**config.mk**
```make
export PLATFORM = sky130hd
export DESIGN_NAME = utf8_code_point_decoder_unit_flat
export DESIGN_NICKNAME = d
export VERILOG_FILES = /design/src/rtl/utfd_pkg.sv /design/src/rtl/utfd_in_if.sv /design/src/rtl/utfd_out_if.sv /design/src/rtl/utf8_code_point_decoder_unit.sv /design/src/rtl/utfd_core.sv /design/src/flat_wrapper.sv
export SDC_FILE = /design/constraint.sdc
export NUM_CORES = 1
export LEC_CHECK = 0
export BUFFER_PORTS_ARGS = -buffer_cell sky130_fd_sc_hd__buf_2
export CAP_MARGIN = 25
export CORE_UTILIZATION = 30
export DETAILED_ROUTE_END_ITERATION = 6
export GPL_ROUTABILITY_DRIVEN = 0
export SYNTH_ARGS = -nofsm -noshare
export SYNTH_HDL_FRONTEND = slang
export SYNTH_HIERARCHICAL = 1
export SYNTH_SLANG_ARGS = --single-unit
```
**constraint.sdc**
```tcl
create_clock -name clk -period 2.6 [get_ports clk]
set_input_delay 0.26 -clock clk [delete_from_list [all_inputs] [get_ports clk]]
set_output_delay 0.26 -clock clk [all_outputs]
set_load 0.005 [all_outputs]
```
**src/rtl/utfd_pkg.sv**
```systemverilog
// shared types and constants for the utf-8 code point decoder
package utfd_pkg;

  localparam int CP_W  = 21;
  localparam int CNT_W = 3;

  localparam logic [CP_W-1:0] REPL_CP = 21'h00FFFD;

  // lead byte classes
  typedef enum logic [2:0] {
    LEAD_ASCII = 3'd0,
    LEAD_SEQ2  = 3'd2,
    LEAD_SEQ3  = 3'd3,
    LEAD_SEQ4  = 3'd4,
    LEAD_BAD   = 3'd7
  } lead_t;

  // decoder state carried between bytes
  typedef struct packed {
    logic [CP_W-1:0] partial_code;
    logic [2:0]      seq_len;
    logic [1:0]      cont_seen;
  } dec_state_t;

  // per-byte outcome: cnt results, all replacements except possibly the last
  typedef struct packed {
    logic [CNT_W-1:0] cnt;
    logic [CP_W-1:0]  last_cp;
    logic             last_rep;
  } dec_res_t;

  function automatic lead_t classify_lead(input logic [7:0] b);
    lead_t l;
    if (!b[7])                 l = LEAD_ASCII;
    else if (b[7:5] == 3'b110)   l = LEAD_SEQ2;
    else if (b[7:4] == 4'b1110)  l = LEAD_SEQ3;
    else if (b[7:3] == 5'b11110) l = LEAD_SEQ4;
    else                       l = LEAD_BAD;
    return l;
  endfunction

endpackage

```
**src/rtl/utfd_in_if.sv**
```systemverilog
// input channel: one text byte per beat
interface utfd_in_if;
  logic       valid;
  logic       ready;
  logic [7:0] text_byte;
  logic       end_of_text;

  modport source (output valid, output text_byte, output end_of_text, input ready);
  modport sink   (input valid, input text_byte, input end_of_text, output ready);
endinterface

```
**src/rtl/utfd_out_if.sv**
```systemverilog
// result channel: one code point per beat
interface utfd_out_if;
  logic        valid;
  logic        ready;
  logic [20:0] code_point;
  logic        is_replacement;
  logic        run_last;

  modport source (output valid, output code_point, output is_replacement,
                  output run_last, input ready);
  modport sink   (input valid, input code_point, input is_replacement,
                  input run_last, output ready);
endinterface

```
**src/rtl/utf8_code_point_decoder_unit.sv**
```systemverilog
// top level of the utf-8 code point decoder
//
// usage: bytes of utf-8 text enter on in_bus, one byte per beat, with
// end_of_text set on the last byte of a text. decoded code points leave on
// out_bus, one per beat; run_last marks the final result of each byte.
// a byte that completes nothing (a lead or a middle continuation) yields
// no result. a byte can yield up to four results: replacements for a broken
// or unterminated sequence, then its own result.
// flow: a byte is registered on acceptance and decoded against the
// sequence state once the output register is empty or on its last beat;
// its first result is then loaded into the output register and held there.
// throughput: one byte per cycle while out_bus.ready is high and each
// byte yields at most one result; a byte with more results holds the output
// register until its last is taken, and the input register takes one more byte.
// reset (rst_n low, synchronous) empties both registers and closes any
// open sequence. when out_bus.ready is low the current result holds and
// in_bus.ready drops once the input register is full.
module utf8_code_point_decoder_unit
  import utfd_pkg::*;
(
  input  logic       clk,
  input  logic       rst_n,
  utfd_in_if.sink    in_bus,
  utfd_out_if.source out_bus
);

  logic       in_v_r;
  logic [7:0] in_byte_r;
  logic       in_eot_r;

  dec_state_t st_r;
  dec_state_t st_nxt;
  dec_res_t   res;

  logic [CNT_W-1:0] job_cnt_r;
  logic [CP_W-1:0]  job_cp_r;
  logic             job_rep_r;

  logic mv;
  logic out_fire;

  utfd_core u_core (
    .st          (st_r),
    .text_byte   (in_byte_r),
    .end_of_text (in_eot_r),
    .st_nxt      (st_nxt),
    .res         (res)
  );

  assign out_fire = out_bus.valid && out_bus.ready;
  // decode the held byte once the output register is empty or on its last beat
  assign mv = in_v_r && ((job_cnt_r == '0) || ((job_cnt_r == CNT_W'(1)) && out_bus.ready));
  assign in_bus.ready = !in_v_r || mv;

  assign out_bus.valid          = (job_cnt_r != '0);
  assign out_bus.run_last       = (job_cnt_r == CNT_W'(1));
  assign out_bus.code_point     = out_bus.run_last ? job_cp_r : REPL_CP;
  assign out_bus.is_replacement = out_bus.run_last ? job_rep_r : 1'b1;

  always_ff @(posedge clk) begin
    if (!rst_n) begin
      in_v_r <= 1'b0;
    end else if (in_bus.valid && in_bus.ready) begin
      in_v_r <= 1'b1;
    end else if (mv) begin
      in_v_r <= 1'b0;
    end
  end

  always_ff @(posedge clk) begin
    if (in_bus.valid && in_bus.ready) begin
      in_byte_r <= in_bus.text_byte;
      in_eot_r  <= in_bus.end_of_text;
    end
  end

  always_ff @(posedge clk) begin
    if (!rst_n) begin
      st_r      <= '0;
      job_cnt_r <= '0;
    end else if (mv) begin
      st_r      <= st_nxt;
      job_cnt_r <= res.cnt;
    end else if (out_fire) begin
      job_cnt_r <= job_cnt_r - CNT_W'(1);
    end
  end

  always_ff @(posedge clk) begin
    if (mv) begin
      job_cp_r  <= res.last_cp;
      job_rep_r <= res.last_rep;
    end
  end

  a_cnt_range: assert property (@(posedge clk) disable iff (!rst_n)
    job_cnt_r <= CNT_W'(4))
    else $error("result count out of range");

  a_no_move_mid_burst: assert property (@(posedge clk) disable iff (!rst_n)
    (job_cnt_r > CNT_W'(1)) |-> !mv)
    else $error("byte decoded while a result burst is pending");

  a_stall_holds: assert property (@(posedge clk) disable iff (!rst_n)
    (out_bus.valid && !out_bus.ready) |=> $stable(job_cnt_r))
    else $error("result count moved during stall");

  a_seq_len_legal: assert property (@(posedge clk) disable iff (!rst_n)
    (st_r.seq_len == 3'd0) || (st_r.seq_len == 3'd2) || (st_r.seq_len == 3'd3)
    || (st_r.seq_len == 3'd4))
    else $error("illegal sequence length");

  a_cont_below_len: assert property (@(posedge clk) disable iff (!rst_n)
    (st_r.seq_len != 3'd0) |-> (({1'b0, st_r.cont_seen} + 3'd1) < st_r.seq_len))
    else $error("open sequence already complete");

endmodule

```
**src/rtl/utfd_core.sv**
```systemverilog
// combinational step: one byte against the decoder state
module utfd_core
  import utfd_pkg::*;
(
  input  dec_state_t st,
  input  logic [7:0] text_byte,
  input  logic       end_of_text,
  output dec_state_t st_nxt,
  output dec_res_t   res
);

  lead_t      lead;
  logic       is_open;
  logic       is_cont;
  logic [1:0] cs_inc;
  logic [2:0] pre;
  logic [CP_W-1:0] pc_shift;
  logic [CP_W-1:0] lead_bits;

  always_comb begin
    lead     = classify_lead(text_byte);
    is_open  = (st.seq_len != 3'd0);
    is_cont  = (text_byte[7:6] == 2'b10);
    cs_inc   = st.cont_seen + 2'd1;
    pc_shift = {st.partial_code[CP_W-7:0], text_byte[5:0]};
    pre      = is_open ? ({1'b0, st.cont_seen} + 3'd1) : 3'd0;

    case (lead)
      LEAD_SEQ2: lead_bits = {16'd0, text_byte[4:0]};
      LEAD_SEQ3: lead_bits = {17'd0, text_byte[3:0]};
      LEAD_SEQ4: lead_bits = {18'd0, text_byte[2:0]};
      default:   lead_bits = '0;
    endcase

    st_nxt       = '0;
    res.cnt      = '0;
    res.last_cp  = REPL_CP;
    res.last_rep = 1'b1;

    if (is_open && is_cont) begin
      if (({1'b0, cs_inc} + 3'd1) >= st.seq_len) begin
        res.cnt      = 3'd1;
        res.last_cp  = pc_shift;
        res.last_rep = 1'b0;
      end else if (end_of_text) begin
        // open at end of text: lead plus accepted continuations
        res.cnt = {1'b0, cs_inc} + 3'd1;
      end else begin
        st_nxt.partial_code = pc_shift;
        st_nxt.seq_len      = st.seq_len;
        st_nxt.cont_seen    = cs_inc;
      end
    end else begin
      // broken sequence flushes first, then the byte is taken as a lead
      case (lead)
        LEAD_ASCII: begin
          res.cnt      = pre + 3'd1;
          res.last_cp  = {13'd0, text_byte};
          res.last_rep = 1'b0;
        end
        LEAD_SEQ2, LEAD_SEQ3, LEAD_SEQ4: begin
          if (end_of_text) begin
            res.cnt = pre + 3'd1;
          end else begin
            res.cnt             = pre;
            st_nxt.partial_code = lead_bits;
            st_nxt.seq_len      = lead;
            st_nxt.cont_seen    = 2'd0;
          end
        end
        default: begin
          res.cnt = pre + 3'd1;
        end
      endcase
    end
  end

endmodule
```
**src/flat_wrapper.sv**
```systemverilog
// flat-port wrapper written by rule: the top's interface ports become plain ports
module utf8_code_point_decoder_unit_flat import utfd_pkg::*;
  (clk, rst_n, in_bus_valid, in_bus_text_byte, in_bus_end_of_text, in_bus_ready, out_bus_valid, out_bus_code_point, out_bus_is_replacement, out_bus_run_last, out_bus_ready);
  utfd_in_if in_bus_i ();
  utfd_out_if out_bus_i ();
  input  logic clk;
  input  logic rst_n;
  input wire logic [$bits(in_bus_i.valid)-1:0] in_bus_valid;
  input wire logic [$bits(in_bus_i.text_byte)-1:0] in_bus_text_byte;
  input wire logic [$bits(in_bus_i.end_of_text)-1:0] in_bus_end_of_text;
  output wire logic [$bits(in_bus_i.ready)-1:0] in_bus_ready;
  output wire logic [$bits(out_bus_i.valid)-1:0] out_bus_valid;
  output wire logic [$bits(out_bus_i.code_point)-1:0] out_bus_code_point;
  output wire logic [$bits(out_bus_i.is_replacement)-1:0] out_bus_is_replacement;
  output wire logic [$bits(out_bus_i.run_last)-1:0] out_bus_run_last;
  input wire logic [$bits(out_bus_i.ready)-1:0] out_bus_ready;
  assign in_bus_i.valid = in_bus_valid;
  assign in_bus_i.text_byte = in_bus_text_byte;
  assign in_bus_i.end_of_text = in_bus_end_of_text;
  assign in_bus_ready = in_bus_i.ready;
  assign out_bus_valid = out_bus_i.valid;
  assign out_bus_code_point = out_bus_i.code_point;
  assign out_bus_is_replacement = out_bus_i.is_replacement;
  assign out_bus_run_last = out_bus_i.run_last;
  assign out_bus_i.ready = out_bus_ready;
  utf8_code_point_decoder_unit u_core (.clk(clk), .rst_n(rst_n), .in_bus(in_bus_i), .out_bus(out_bus_i));
endmodule
```
Word-level counts from Yosys, hierarchy flattened
Index checks and enable logic that the tools add are counted.
W data, S select, Z words.

operators by class
  $add $sub $neg = 5
  multiply operators = 0
  divide/modulo/power cells = 0
  $lt $le $gt $ge = 1
  equality and inequality tests = 9
  shifts and indexed selects = 0
  multiplexer cells = 24
  bitwise logic cells = 0
  reduce and logical (&&, ||, !) cells = 16

operators by type and width
  kind                   count
  $mux W20               4
  $mux W3                10
  $mux W25               1
  $mux W22               1
  $mux W21               1
  $mux W17               1
  $pmux W5 S3            1
  $mux W10               1
  $add A2 B1 Y3 const B  2
  $eq A3 B2 Y1 const B   2
  $eq A3 B3 Y1 const B   2
  $logic_not A3 Y1       2
  $reduce_bool A3 Y1     2
  $eq A5 B5 Y1 const B   1
  $logic_and A1 B1 Y1    5
  $eq A4 B4 Y1 const B   1
  $reduce_bool A2 Y1     2
  $add A3 B1 Y3 const B  1
  $eq A3 B1 Y1 const B   1
  $ge A3 B3 Y1           1
  $mux W1                3
  $ne A3 B1 Y1 const B   1
  $reduce_or A3 Y1       1
  $sub A3 B1 Y3 const B  1
  6 further kinds        7

storage, ports and cells
  flip-flop bits (word level) = 55
  bits in latches = 0
  memory bits (writable) = 0
  ROM bits = 0
  input port bits = 13
  output and inout port bits = 25
  logic and storage cells = 64
  memories = 0

Depth between registers and ports, before layout
Gate-level depths: netlist of run 1.

  depth in word-level cells = 10
  gate-level depth with buffers = 11
  mapped depth without buffers = 10

Cells and area by module
Netlist of run 1, hierarchy kept.

by module, submodules not included
  module                        instances  cells an instance  area an instance (µm²)  sequential area each (µm²)
  utf8_code_point_decoder_unit  1          210                2,356.0                 1,531.5
  utfd_core                     1          112                724.4                   0.0

Worst setup path after synthesis of run 1
Ideal clock, no wire load.

  kind = flip-flop to flip-flop
  start = reg u_core/st_r[0] (netlist bit)
  end = reg u_core/st_r[2] (netlist bit)
  library setup time = 0.070 ns
  arrival = 2.221 ns
  data required time = 2.530 ns
  setup slack = 0.308 ns
  stages on the path, launching flop included = 12
  path buffers = 1
  period minus slack after synthesis = 2.292 ns
  cell sequence = dfxtp_1 > inv_1 > ha_1 > xor2_1 > ha_1 > a21oi_2 > o21ai_2 > nor3_4 > buf_2 > o2bb2ai_1 > nand3_1 > a21oi_1

RTL lines
  element                   RTL line                            text
  start: declaration        utf8_code_point_decoder_unit.sv:31  dec_state_t st_r;
  start signal: assignment  utf8_code_point_decoder_unit.sv:82  st_r <= st_nxt;

==> results of run 1 <==
## worst paths after layout
check | startpoint | cells past startpoint | to
setup / recovery | u_core/st_r[0]$_SDFFE_PN0P_ | 11 | u_core/st_r[4]$_SDFFE_PN0P_
hold / removal | in_bus_text_byte[1] | 1 | u_core/in_byte_r[1]$_DFFE_PP_
setup reg to reg | u_core/st_r[0]$_SDFFE_PN0P_ | 11 | u_core/st_r[4]$_SDFFE_PN0P_
hold reg to reg | u_core/st_r[14]$_SDFFE_PN0P_ | 2 | u_core/st_r[14]$_SDFFE_PN0P_
## layer usage
layer | up-vias | part of all wire
li1 | 1083 | -
met1 | 999 | 0.47
met2 | 64 | 0.47
met3 | 12 | 0.042
met4 | 0 | 0.015
met5 | - | 0
## area by class of cell
type / instances / area, µm²
Sequential cell: 55 / 1413
Clock buffer: 7 / 97.59
Timing Repair Buffer: 46 / 252.7
Fill cell: 935 / 5988
Multi-Input combinational cell: 206 / 1260
Clock inverter: 1 / 8.758
Tap cell: 111 / 138.9
Inverter: 10 / 37.54
## per-stage QoR
step,instances,worst slack [ps]
detailed placement,426,45.84
floorplan,292,321.0
CTS,434,23.92
global route,436,54.35
finish,436,189.8
global placement,426,205.4
## state kept, by name, indices dropped and copies added, names as in the netlist
name / cells
u_core/in_byte_r: 8
u_core/job_cnt_r: 3
u_core/st_r: 20
u_core/job_cp_r: 21
u_core/in_v_r: 1
u_core/in_eot_r: 1
u_core/job_rep_r: 1
## worst max-delay path, cell delays in order, from the launching register on
cell	delay [ps]
dfxtp_2	400
inv_1	80
ha_1	340
xor2_1	200
ha_1	290
nand2_1	110
o21ai_4	250
nor3_4	60
buf_4	170
a22o_2	250
nand3_1	60
a21oi_1	60
## placed cells by master (no fill, tap or decap), drive strengths merged
master	count
nor2	4
o21a	1
dfxtp	24
o31ai	2
o2bb2ai	1
and2b	2
and2	19
o211ai	1
nor3	6
clkbuf	7
nor2b	3
inv	11
nand3	22
o22ai	5
a211oi	2
or3	1
o21ai	24
a22o	2
a21o	2
nand4	2
xor2	2
ha	9
a311oi	1
o211a	1
buf	46
and3	10
nand2b	24
a21boi	1
nand2	31
mux2i	2
a21oi	25
edfxtp	31
and3b	1
## power groups by stage
stage,clock (mW),sequential (mW),combinational [mW]
6_report,0.550,1.11,0.739
5_1_grt,0.589,1.12,0.823
4_1_cts,0.561,1.11,0.745
3_5_place_dp,0,1.13,0.743
3_3_place_gp,0,1.12,0.736
2_1_floorplan,0,1.10,0.531
## what timing repair did
item	4_1_cts	5_1_grt
buffers inserted	0	2
gates resized for setup	0	2
endpoints found under the setup margin	0	15
==> impl_metrics.py, run 1 <==
metrics = {
    "outcome": {
        "status": "finished clean",
    },
    "timing": {
        "tightest_slew_ps": 776.2,
        "rsz0062_at_grt": "no",
        "period_minus_slack_ps": 2410,
        "fin_skew_ps": 7.413,
        "relSlewSlack": 0.4820,
        "hold-worst-slack_ps": 115.6,
        "fmax_mhz": 414.9,
        "slew_violations": 0,
        "fin_tns_setup_ps": 0,
        "hold_viol": 0,
        "setup_violations": 0,
        "finalCritPeriodShare": 0.9270,
    },
    "detailed_routing": {
        "drcViolationCount": 0,
        "wl_mm": 6.225,
        "dr.pass1.iters": 4,
        "detail-route-antenna-nets": 0,
        "drt_iter0_markers": 132,
        "viasPerCell": 4.950,
        "num_vias": 2158,
        "wl_per_cell_um": 14.28,
    },
    "power_and_ir_drop": {
        "p_comb_frac": 0.309,
        "peakVddDrop_v": 0.0003000,
        "power.density_nw_per_um2": 746.4,
        "p_clk_frac": 0.230,
        "netSwitchingPower_mw": 0.8335,
        "finalPower_mw": 2.395,
        "seq_power_share": 0.462,
        "p_leak_nw": 1.208,
        "intPower_mw": 1.561,
        "p_sw_frac": 0.3481,
    },
    "final_layout": {
        "n_antenna_cell": 0,
        "syn_to_final_growth_pct": 13.25,
        "post-route-util": 0.3488,
        "drive_gt1_frac": 0.2123,
        "nets": 346,
        "stdcell_area_um2": 3208,
    },
    "grt": {
        "top_usage_layer": "met2",
        "grtUsageMet1": 0.1627,
        "grt_util_all_layers": 0.1295,
        "met2_usage": 0.2200,
        "grt_max_degree": 24,
        "grt_pass1_wl_mm": 10.11,
        "use_met3": 0.02811,
        "grt_pass1_vias": 2082,
        "antenna_found_initial": 0,
        "overflow": 0,
    },
    "place": {
        "numPortBuffers": 37,
        "dp_hpwl_mm": 4.225,
        "placed_area_um2": 3078,
    },
    "critical_path": {
        "end_kind": "flip-flop",
        "r2r_setup_slack_ps": 190,
        "path_class": "reg -> reg",
        "cp.arrival_ps": 2570,
        "crit_fanout": 9,
        "required_ps": 2760,
        "cp-start-kind": "flip-flop",
    },
    "die": {
        "fp.dieH_um": 99.17,
        "core_area_um2": 9196,
        "start_util": 0.3080,
        "placementRows": 35,
        "num_io_pins": 38,
        "die_w_um": 99.17,
        "dieArea_um2": 9835,
    },
    "clocking": {
        "clockBufferDepth": 2,
        "cts_root_buf": "clkbuf_8",
        "clk_pin_slew_ps": 110,
        "cts_sinks": 55,
        "cts_buffers": 5,
        "clkLatencyLatePin_ps": 310,
        "cts_tree": "built",
        "cts-htree-levels": 2,
        "hold_buffers": 0,
    },
    "min_path": {
        "hold_path_class": "in -> reg",
    },
    "synth": {
        "yosysWarnings": 6,
        "syn_nets": 314,
        "netlist_instances": 292,
        "netlist_area_um2": 2833,
        "syn_avg_cell_area_um2": 9.701,
    },
    "run": {
        "max-cap-violations": 0,
    },
}
Note: power is estimated with default switching activity, not from simulation.
==> inputs of run 2 (changes only) <==
==> constraint.sdc (replaced) <==
create_clock -name clk -period 2.6 [get_ports clk]
set_input_delay 0.26 -clock clk [delete_from_list [all_inputs] [get_ports clk]]
set_output_delay 0.26 -clock clk [all_outputs]
set_load 0.1 [all_outputs]
==> impl_metrics.py, run 2 (synthesized netlist as in run 1, its figures left out) <==
metrics = {
    "outcome": {
        "status": "finished clean",
    },
    "power_and_ir_drop": {
        "peakVddDrop_v": 0.0003490,
        "finalPower_mw": 3.249,
        "power.density_nw_per_um2": 978.2,
        "p_leak_nw": 1.226,
    },
    "critical_path": {
        "crit_path_max_incr_delay_ps": 400,
        "required_ps": 2770,
        "path_class": "reg -> reg",
        "crit_top_cell": "ha_1",
        "cp_top_family": "adder cells",
        "cp-start-kind": "flip-flop",
        "cp.arrival_ps": 2540,
        "cp_cell_sequence": "inv_1 > ha_1 > xor2_1 > ha_1 > nand2_1 > o21ai_4 > nor3_4 > buf_12 > a22o_2 > nand3_1 > a21oi_1",
        "end_kind": "flip-flop",
        "crit_slowest_cell": "dfxtp_2",
        "crit_fanout": 13,
        "path_buf_inv": 2,
    },
    "die": {
        "placementRows": 35,
        "start_util": 0.3080,
        "core_area_um2": 9196,
        "fp.dieH_um": 99.17,
        "dieArea_um2": 9835,
        "die_w_um": 99.17,
        "num_io_pins": 38,
    },
    "grt": {
        "overflow": 0,
        "grt_pass1_wl_mm": 10.08,
        "grt_util_all_layers": 0.1312,
        "grt_max_degree": 24,
        "grt_pass1_vias": 2125,
        "antenna_found_initial": 0,
    },
    "timing": {
        "setup_violations": 0,
        "fmax_mhz": 422.6,
        "slew_violations": 0,
        "rsz0062_at_grt": "no",
        "relSlewSlack": 0.4783,
        "finalCritPeriodShare": 0.9100,
        "hold_viol": 0,
        "period_minus_slack_ps": 2366,
        "fin_skew_ps": 3.521,
        "tightest_slew_ps": 781.6,
        "fin_tns_setup_ps": 0,
    },
    "final_layout": {
        "n_antenna_cell": 0,
        "largest_register_ffs": 21,
        "final-seq-area_um2": 1413,
        "reg.largest.list": "u_core/job_cp_r (21), u_core/st_r (20), u_core/in_byte_r (8)",
        "fill_cells": 942,
        "top_register": "u_core/job_cp_r",
        "drive_gt1_frac": 0.2130,
        "nets": 345,
        "final_cell_mix": "nand2_1 (31), edfxtp_1 (31), buf_2 (30)",
        "post-route-util": 0.3612,
        "multi_input_area_um2": 1264,
        "syn_to_final_growth_pct": 17.27,
    },
    "run": {
        "max-cap-violations": 0,
    },
    "clocking": {
        "clkLatencyLatePin_ps": 310,
        "clk_pin_slew_ps": 100,
        "clockBufferDepth": 2,
        "cts_buffers": 5,
        "hold_buffers": 0,
        "cts_sinks": 55,
        "cts_root_buf": "clkbuf_8",
        "cts-htree-levels": 2,
        "cts_tree": "built",
    },
    "detailed_routing": {
        "wl_mm": 6.057,
        "drcViolationCount": 0,
        "num_vias": 2161,
        "dr.pass1.iters": 4,
        "drt_iter0_markers": 139,
        "viasPerCell": 4.968,
        "detail-route-antenna-nets": 0,
        "wl_per_cell_um": 13.92,
    },
    "min_path": {
        "hold_path_class": "in -> reg",
    },
    "place": {
        "dp_hpwl_mm": 4.141,
        "numPortBuffers": 37,
    },
}
-- run 2: changes by cell type in the layout (fill, tap and decap cells not counted), sizes merged --
cell  previous run  this run
buf             46        45
-- run 2: power breakdown --
| part | total [mW] | internal [mW] | switching [mW] |
|---|---|---|---|
| sequential | 1.11 | 1.05 | 0.0563 |
| combinational | 1.60 | 0.349 | 1.25 |
| clock | 0.544 | 0.253 | 0.291 |
| total | 3.25 | 1.65 | 1.60 |
-- run 2: metrics by stage --
stage | setup slack (ps) | area [µm²] | hold WS (ps) | std cells
6_report | 234.0 | 3322 | 112.8 | 435
5_1_grt | 39.10 | 3322 | 96.54 | 435
4_1_cts | 63.06 | 3289 | 103.6 | 434
3_5_place_dp | 98.48 | 3183 | 439.2 | 426
3_3_place_gp | 208.3 | 3183 | 438.8 | 426
2_1_floorplan | 167.1 | 2833 | 358.9 | 292
-- run 2: final cells by class --
cell class              count  area share
multi-input cells         206      0.3804
well taps                 111     0.04181
inverters                  10     0.01130
repair buffers             45      0.1092
clock inverters             1    0.002637
clock buffers               7     0.02938
flip-flops and latches     55      0.4252
-- run 2: layer usage --
metal | track usage | routed length, µm | up-vias
met1 | 0.1708 | 2818 | 1008
met5 | 0 | 0 | -
li1 | - | - | 1079
met4 | 0.05882 | 97 | 0
met3 | 0.02670 | 302 | 9
met2 | 0.2114 | 2838 | 65
-- run 2: worst paths after layout --
kind                           startpoint                       endpoint  slack (ps)  cells past startpoint
max           u_core/st_r[0]$_SDFFE_PN0P_    u_core/st_r[4]$_SDFFE_PN0P_         230                     11
min                   in_bus_text_byte[5]  u_core/in_byte_r[5]$_DFFE_PP_         110                      1
max reg2reg   u_core/st_r[0]$_SDFFE_PN0P_    u_core/st_r[4]$_SDFFE_PN0P_         230                     11
min reg2reg  u_core/st_r[15]$_SDFFE_PN0P_   u_core/st_r[15]$_SDFFE_PN0P_         490                      2
-- run 2: timing repair --
item	4_1_cts	5_1_grt
endpoints found under the hold margin	0	0
buffers inserted	0	1
endpoints found under the setup margin	0	17
resized for setup	0	3
==> inputs of run 3 (changes only) <==
PLACE_DENSITY_LB_ADDON = 0.08   (was not set)
==> impl_metrics.py, run 3 (synthesized netlist as in run 1, its figures left out) <==
metrics = {
    "clocking": {
        "cts_root_buf": "clkbuf_8",
        "clkLatencyLatePin_ps": 310,
        "cts_resized": 0,
        "cts_buffers": 5,
        "cts_sinks": 55,
        "clk_pin_slew_ps": 100,
        "cts_tree": "built",
        "cts-htree-levels": 2,
        "clockBufferDepth": 2,
        "hold_buffers": 0,
        "cts_setup_buffers": 0,
    },
    "power_and_ir_drop": {
        "intPower_mw": 1.618,
        "p_sw_frac": 0.4974,
        "p_leak_nw": 1.216,
        "power.density_nw_per_um2": 979.7,
        "netSwitchingPower_mw": 1.601,
        "peakVddDrop_v": 0.0002542,
        "seq_power_share": 0.342,
        "p_clk_frac": 0.156,
        "p_comb_frac": 0.502,
        "finalPower_mw": 3.219,
    },
    "critical_path": {
        "path_class": "reg -> reg",
        "r2r-end": "u_core/st_r[17]$_SDFFE_PN0P_",
        "r2r_setup_slack_ps": 200,
        "cp.arrival_ps": 2630,
        "required_ps": 2830,
        "r2r_cells": 10,
        "cp-start-kind": "flip-flop",
        "r2r_start": "u_core/st_r[0]$_SDFFE_PN0P_",
        "crit_fanout": 13,
        "end_kind": "flip-flop",
    },
    "detailed_routing": {
        "drcViolationCount": 0,
        "detail-route-antenna-nets": 0,
        "wl_mm": 6.460,
        "drt_iter0_markers": 63,
        "wl_per_cell_um": 14.85,
        "num_vias": 2128,
        "dr.pass1.iters": 4,
        "viasPerCell": 4.892,
    },
    "outcome": {
        "status": "finished clean",
    },
    "timing": {
        "setup_violations": 0,
        "hold_viol": 0,
        "rsz0062_at_grt": "no",
        "slew_violations": 0,
        "relSlewSlack": 0.4232,
        "fmax_mhz": 416.8,
        "fin_skew_ps": 7.567,
        "tightest_slew_ps": 864.3,
        "finalCritPeriodShare": 0.9229,
        "period_minus_slack_ps": 2399,
        "fin_tns_setup_ps": 0,
    },
    "final_layout": {
        "nets": 345,
        "final_cell_mix": "nand2_1 (31), edfxtp_1 (31), buf_2 (30)",
        "largest_register_ffs": 21,
        "fill_cells": 930,
        "drive_gt1_frac": 0.2068,
        "top_register": "u_core/job_cp_r",
        "syn_to_final_growth_pct": 15.99,
        "stdcell_area_um2": 3286,
        "n_antenna_cell": 0,
        "reg.largest.list": "u_core/job_cp_r (21), u_core/st_r (20), u_core/in_byte_r (8)",
    },
    "die": {
        "placementRows": 35,
        "start_util": 0.3080,
        "fp.dieH_um": 99.17,
        "dieArea_um2": 9835,
        "core_area_um2": 9196,
        "die_w_um": 99.17,
        "num_io_pins": 38,
    },
    "grt": {
        "grt_max_degree": 24,
        "grt_pass1_vias": 2095,
        "antenna_found_initial": 0,
        "overflow": 0,
        "grt_util_all_layers": 0.1412,
        "grt_pass1_wl_mm": 10.90,
    },
    "place": {
        "dp_hpwl_mm": 4.240,
        "placed_area_um2": 3191,
        "numPortBuffers": 37,
    },
    "min_path": {
        "whs_path_depth": 1,
        "hold_path_class": "in -> reg",
        "holdPathEnd": "u_core/in_byte_r[3]$_DFFE_PP_",
        "hp-start": "in_bus_text_byte[3]",
    },
    "run": {
        "max-cap-violations": 0,
    },
}
## run 3: worst max path at each step
| stage | start | to | slack [ps] | depth (start not counted) |
|---|---|---|---|---|
| 4_1_cts | u_core/st_r[0]$_SDFFE_PN0P_ | u_core/st_r[17]$_SDFFE_PN0P_ | 170 | 10 |
| 6_report | u_core/st_r[0]$_SDFFE_PN0P_ | u_core/st_r[17]$_SDFFE_PN0P_ | 200 | 10 |
| 2_1_floorplan | u_core/job_cnt_r[0]$_SDFFE_PN0P_ | u_core/in_byte_r[0]$_DFFE_PP_ | 170 | 6 |
| 3_5_place_dp | u_core/st_r[0]$_SDFFE_PN0P_ | u_core/st_r[17]$_SDFFE_PN0P_ | 200 | 10 |
| 3_3_place_gp | u_core/st_r[0]$_SDFFE_PN0P_ | u_core/st_r[17]$_SDFFE_PN0P_ | 270 | 10 |
| 5_1_grt | u_core/st_r[0]$_SDFFE_PN0P_ | u_core/st_r[2]$_SDFFE_PN0P_ | 0.9 | 10 |
## run 3: final cells by class
cell class                      count  area [µm²]  area share
Sequential cell                    55        1411      0.4295
Multi-Input combinational cell    206        1252      0.3812
Timing Repair Buffer               45       350.3      0.1066
Clock inverter                      1       8.758    0.002666
Clock buffer                        7       86.33     0.02628
Tap cell                          111       138.9     0.04227
Inverter                           10       37.54     0.01142
## run 3: power by group through the flow
stage	combinational, mW	sequential [mW]	clock [mW]
2_1_floorplan	1.29	1.10	0
3_3_place_gp	1.63	1.12	0
4_1_cts	1.64	1.10	0.527
6_report	1.62	1.10	0.501
3_5_place_dp	1.64	1.12	0
5_1_grt	1.71	1.12	0.561
## run 3: critical path: stages, from the launching register on
cell	delay (ps)
dfxtp_1	340
inv_1	70
ha_1	330
xor2_1	240
ha_1	270
nand2_1	120
o21ai_2	140
nor3_4	400
and2_1	220
nand3_1	70
a21oi_1	140
## run 3: layer usage
metal	track usage	routed length, µm	share of wire
met5	0	0	0
met4	0.03959	68	0.011
met3	0.02460	162	0.025
met2	0.2351	3063	0.47
met1	0.1895	3167	0.49
## run 3: metrics by stage
stage	utilization	hold WS [ps]	cells	setup WS, ps
6_report	0.3573	120.3	435	200.5
5_1_grt	0.3573	96.86	435	0.8560
4_1_cts	0.3573	109.7	435	173.2
3_5_place_dp	0.3469	438.1	427	196.7
3_3_place_gp	0.3469	438.9	427	272.7
2_1_floorplan	-	358.9	292	167.1
